==> src/hw/rtl/bfa_pkg.sv <==
// shared types, codes and constants of the first-free bitmap allocator
`default_nettype none

package bfa_pkg;

    // width of every item number, pool size and count field
    localparam int NUM_W = 14;

    // bitmap storage word and its index width
    localparam int WORD_BITS = 32;
    localparam int WORD_LG   = 5;

    // pool size after reset
    localparam logic [NUM_W-1:0] POOL_RESET = 14'd8192;

    // request commands
    localparam logic CMD_ALLOC = 1'b0;
    localparam logic CMD_FREE  = 1'b1;

    // result status codes
    localparam logic [1:0] ST_OK    = 2'd0;
    localparam logic [1:0] ST_FULL  = 2'd1;
    localparam logic [1:0] ST_RANGE = 2'd2;

    // request word
    typedef struct packed {
        logic             cmd;
        logic [NUM_W-1:0] item_number;
    } req_t;

    // response word
    typedef struct packed {
        logic [1:0]       status;
        logic [NUM_W-1:0] allocated_number;
        logic [NUM_W-1:0] free_count;
    } rsp_t;

    // operation class decided at the front
    typedef enum logic [1:0] {
        OP_ALLOC,
        OP_FREE,
        OP_REJECT
    } op_kind_t;

    // queued operation, index is zero-based
    typedef struct packed {
        op_kind_t         kind;
        logic [NUM_W-1:0] index;
    } op_t;

    // head of the operation queue as seen by the back end
    typedef struct packed {
        logic valid;
        op_t  op;
    } op_head_t;

endpackage

`default_nettype wire

==> src/hw/rtl/bfa_front.sv <==
// request intake: range check, classification and a two-entry operation queue
`default_nettype none

module bfa_front (
    input  wire logic                     clk,
    input  wire logic                     rst_n,
    input  wire logic                     req_valid,
    output logic                          req_ready,
    input  wire bfa_pkg::req_t            req,
    input  wire logic                     enable,
    input  wire logic [bfa_pkg::NUM_W-1:0] pool_eff,
    output bfa_pkg::op_head_t             head,
    input  wire logic                     pop
);

    import bfa_pkg::*;

    localparam logic [1:0] QUEUE_DEPTH = 2'd2;

    op_t        slot_reg [2];
    logic       wr_ptr_reg;
    logic       rd_ptr_reg;
    logic [1:0] fill_reg;
    op_t        op_new;
    logic       push;

    // classify the incoming word
    always_comb
    begin
        op_new.index = req.item_number - NUM_W'(1);
        if (req.cmd == CMD_ALLOC)
        begin
            op_new.kind = OP_ALLOC;
        end
        else if (req.item_number == '0 || req.item_number > pool_eff)
        begin
            op_new.kind = OP_REJECT;
        end
        else
        begin
            op_new.kind = OP_FREE;
        end
    end

    assign req_ready  = enable && (fill_reg != QUEUE_DEPTH);
    assign push       = req_valid && req_ready;
    assign head.valid = (fill_reg != 2'd0);
    assign head.op    = slot_reg[rd_ptr_reg];

    always_ff @(posedge clk or negedge rst_n)
    begin
        if (!rst_n)
        begin
            wr_ptr_reg <= 1'b0;
            rd_ptr_reg <= 1'b0;
            fill_reg   <= 2'd0;
        end
        else
        begin
            if (push)
            begin
                wr_ptr_reg <= ~wr_ptr_reg;
            end
            if (pop)
            begin
                rd_ptr_reg <= ~rd_ptr_reg;
            end
            case ({push, pop})
                2'b10:   fill_reg <= fill_reg + 2'd1;
                2'b01:   fill_reg <= fill_reg - 2'd1;
                default: fill_reg <= fill_reg;
            endcase
        end
    end

    always_ff @(posedge clk)
    begin
        if (push)
        begin
            slot_reg[wr_ptr_reg] <= op_new;
        end
    end

endmodule

`default_nettype wire

==> config.mk <==
export PLATFORM = sky130hd
export DESIGN_NAME = bfa_front
export DESIGN_NICKNAME = d
export VERILOG_FILES = /design/src/hw/rtl/bfa_pkg.sv /design/src/hw/rtl/bfa_front.sv
export SDC_FILE = /design/constraint.sdc
export NUM_CORES = 1
export LEC_CHECK = 0
export BUFFER_PORTS_ARGS = -buffer_cell sky130_fd_sc_hd__buf_2
export CELL_PAD_IN_SITES_DETAIL_PLACEMENT = 1
export CELL_PAD_IN_SITES_GLOBAL_PLACEMENT = 2
export CORE_ASPECT_RATIO = 0.9
export CORE_UTILIZATION = 34
export CTS_CLUSTER_SIZE = 8
export DETAILED_ROUTE_END_ITERATION = 8
export PLACE_DENSITY = 0.81
export SLEW_MARGIN = 20
export SYNTH_ARGS = -nofsm -noshare
export SYNTH_HDL_FRONTEND = slang
export SYNTH_SLANG_ARGS = --single-unit
export TNS_END_PERCENT = 100
==> constraint.sdc <==
create_clock -name clk -period 2.07 [get_ports clk]
set_input_delay 0.621 -clock clk [delete_from_list [all_inputs] [get_ports clk]]
set_output_delay 0.621 -clock clk [all_outputs]
set_load 0.05 [all_outputs]
==> impl_metrics.env <==
export IMPL_portBuffers=51
export IMPL_slowest_delay_ns=0.37
export IMPL_start_util=0.363
export IMPL_maxCapViolCount=0
export IMPL_dieHeight_um=74.1
export IMPL_drt_first_iter_violations=35
export IMPL_irDropWorstVdd_mv=0.695
export IMPL_cts_setup_buffers=0
export IMPL_fin_nets=288
export IMPL_yosysWarnings=0
export IMPL_max_freq_mhz=496
export IMPL_crit_slowest_cell="dfrtp_1"
export IMPL_crit_arrival_ns=1.40
export IMPL_grt_pass1_vias=1456
export IMPL_core_region_area_mm2=0.00541
export IMPL_fin_crit_sh=0.974
export IMPL_synth_seq_area_share=0.540
export IMPL_rr_endpoint="fill_reg[1]"
export IMPL_hold_viol=0
export IMPL_critical_path_top_delay_family="flip-flops"
export IMPL_fin_worst_skew_ns=0.00701
export IMPL_p_leak_nw=1.16
export IMPL_grt_pass1_wl_mm=6.50
export IMPL_syn2layout_area_growth_pct=33.9
export IMPL_r2r_slack_ns=0.51
export IMPL_antenna_found_initial=0
export IMPL_crit_required_ns=1.45
export IMPL_grt_use_total=0.148
export IMPL_cts_buffer_depth=2
export IMPL_largest_register_ffs=32
export IMPL_floorplan_die_area_mm2=0.00609
export IMPL_cts_sinks=36
export IMPL_busiest_layer="met2"
export IMPL_worstPathMaxFanout=17
export IMPL_fin_cells=305
export IMPL_nFillCells=619
export IMPL_met3_usage=0.0393
export IMPL_drt_pass1_iter_count=4
export IMPL_r2r_start="fill_reg[0]"
export IMPL_finalCoreUtilization=0.486
export IMPL_slew_headroom=0.715
export IMPL_setup_violations=0
export IMPL_use_met1=0.177
export IMPL_synth_area_leader_cell="edfxtp_1"
export IMPL_post_cts_resized=0
export IMPL_rows=25
export IMPL_drive_gt1_frac=0.454
export IMPL_hold_ws_ns=0.131
export IMPL_slew_viol_final=0
export IMPL_num_antenna_cells=0
export IMPL_worstMarginPinSlew_ns=0.423
export IMPL_critPathLaunchType="flop"
export IMPL_outcome="finished, final reports clean"
export IMPL_overflow=0
export IMPL_synth_area_leaders="edfxtp_1 49%, ha_1 10%, mux2_2 9.2%, dfrtp_1 5.1%, xor2_1 4.0%"
export IMPL_synthFlopType="edfxtp_1"
export IMPL_holdBufCountCts=0
export IMPL_synth_cell_types=33
export IMPL_synth_edf_count=32
export IMPL_fin_crit_ns=2.02
export IMPL_ys_ff_latch=36
export IMPL_ant_nets=0
export IMPL_wl_per_cell_um=13.6
export IMPL_drc=0
export IMPL_crit_type="flop to output port"
export IMPL_pre_cts_ws_ns=-0.207
export IMPL_crit_buf_inv=2
export IMPL_gp_congestion=0.776
export IMPL_grt_max_degree=18
export IMPL_avgViaCountPerCell=4.72
export IMPL_syn_area_mm2=0.00197
export IMPL_dpl_cell_count=298
export IMPL_synth_async_reset_ratio=0.111
export IMPL_cts_tree="yes"
export IMPL_synth_top_area_share=0.489
export IMPL_fin_ws_ns=0.0536
export IMPL_clk_latency_ns=0.29
export IMPL_crit_path_end_kind="output port"
export IMPL_dp_hpwl_mm=3.37
export IMPL_num_vias=1440
export IMPL_min_path_type="input pin to asynchronous set/reset pin"
export IMPL_die_w_um=82.1
export IMPL_crit_chain="buf_12, mux2_2, buf_2"
export IMPL_reg2reg_depth=7
export IMPL_h_tree_depth=2
export IMPL_powerDensity_mw_per_mm2=1000
export IMPL_io_pins=52
export IMPL_worst_path_stages=3
export IMPL_routed_wl_mm=4.16
export IMPL_syn_instance_count=155
export IMPL_p_total_mw=2.64
export IMPL_clk_pin_slew_ns=0.06
export IMPL_syn_nets=205
export IMPL_clk_root_buffer_cell="clkbuf_8"
export IMPL_numCtsBuffers=5
export IMPL_syn_avg_cell_area_um2=12.7
export IMPL_met2_usage=0.250
[kinds of logic after synthesis]
logic type | Yosys count | share of synthesized area
XOR/XNOR | 15 | 0.0668
multiplexers | 16 | 0.0917
adder cells (fa/ha/maj) | 16 | 0.102
buffers and inverters | 19 | 0.0363
AND/OR/NAND/NOR | 38 | 0.115
flip-flops | 36 | 0.540
AO/OA/AOI/OAI | 15 | 0.0490
[area by class of cell]
type / count / area (µm²) / share of cell area
Clock buffer: 5 / 68.8 / 0.0261
Clock inverter: 2 / 7.51 / 0.00285
Inverter: 17 / 63.8 / 0.0242
Multi-Input combinational cell: 100 / 865 / 0.328
Sequential cell: 36 / 1060 / 0.403
Tap cell: 67 / 83.8 / 0.0318
Timing Repair Buffer: 78 / 483 / 0.183
[layer usage]
metal / wire, µm / vias to the layer above / part of all wire
met4: 79 / 0 / 0.019
li1: - / 725 / -
met5: 0 / - / 0
met1: 1890 / 668 / 0.45
met2: 1990 / 40 / 0.48
met3: 204 / 7 / 0.049
[cells in the final DEF, fill, tap and decap left out, types with 2 or more instances in the layout]
cell,instances
buf_4,25
xnor2_1,6
a21oi_1,5
xor2_1,9
nor2_1,4
nor2b_1,2
mux2_2,16
inv_1,17
dfrtp_1,4
nor4_1,2
ha_1,16
clkinv_1,2
buf_2,51
o21a_1,2
clkbuf_8,5
nand4_1,4
edfxtp_1,32
buf_12,2
nor3_1,3
nand2_1,11
[power breakdown]
group | switching (mW) | total, mW | leakage [nW] | internal (mW)
clock | 0.224 | 0.446 | 0.0391 | 0.222
sequential | 0.0685 | 0.995 | 0.340 | 0.927
combinational | 0.781 | 1.20 | 0.781 | 0.416
[worst reg2reg max path, stage by stage, from the launching register on]
cell      delay, ns
dfrtp_1        0.43
inv_1          0.10
a21boi_4       0.17
nand2_1        0.15
ha_1           0.23
xnor2_1        0.16
nor2_1         0.07
xor2_1         0.14
[worst max-delay path by stage]
stage | startpoint | endpoint | slack [ns]
2_1_floorplan | rd_ptr_reg | head[10] | 0.003
3_3_place_gp | req[3] | slot_reg[1][14] | -0.13
3_5_place_dp | req[3] | slot_reg[1][14] | -0.21
4_1_cts | rd_ptr_reg | head[13] | 0.02
5_1_grt | req[0] | slot_reg[1][14] | -0.003
6_report | rd_ptr_reg | head[13] | 0.05
[through the flow]
stage               cell area [µm²]  TNS [ns]
floorplan                      1990         0
CTS                            2630         0
finish                         2630         0
global route                   2630  -0.00507
detailed placement             2550     -2.70
global placement               2550     -1.70
[synthesized netlist by cell type, types with 2 or more instances]
| cell type | count |
|---|---|
| dfrtp_1 | 4 |
| ha_1 | 16 |
| edfxtp_1 | 32 |
| nand2_1 | 11 |
| nor2b_1 | 2 |
| nand4_1 | 4 |
| nor3_1 | 3 |
| a21oi_1 | 5 |
| nor2_1 | 5 |
| clkbuf_1 | 2 |
| nor3b_1 | 2 |
| o21a_1 | 2 |
| o21ai_0 | 2 |
| xor2_1 | 9 |
| xnor2_1 | 6 |
| mux2_2 | 16 |
| nor4_1 | 2 |
| inv_1 | 17 |
Power figures use the tool's default switching activity.
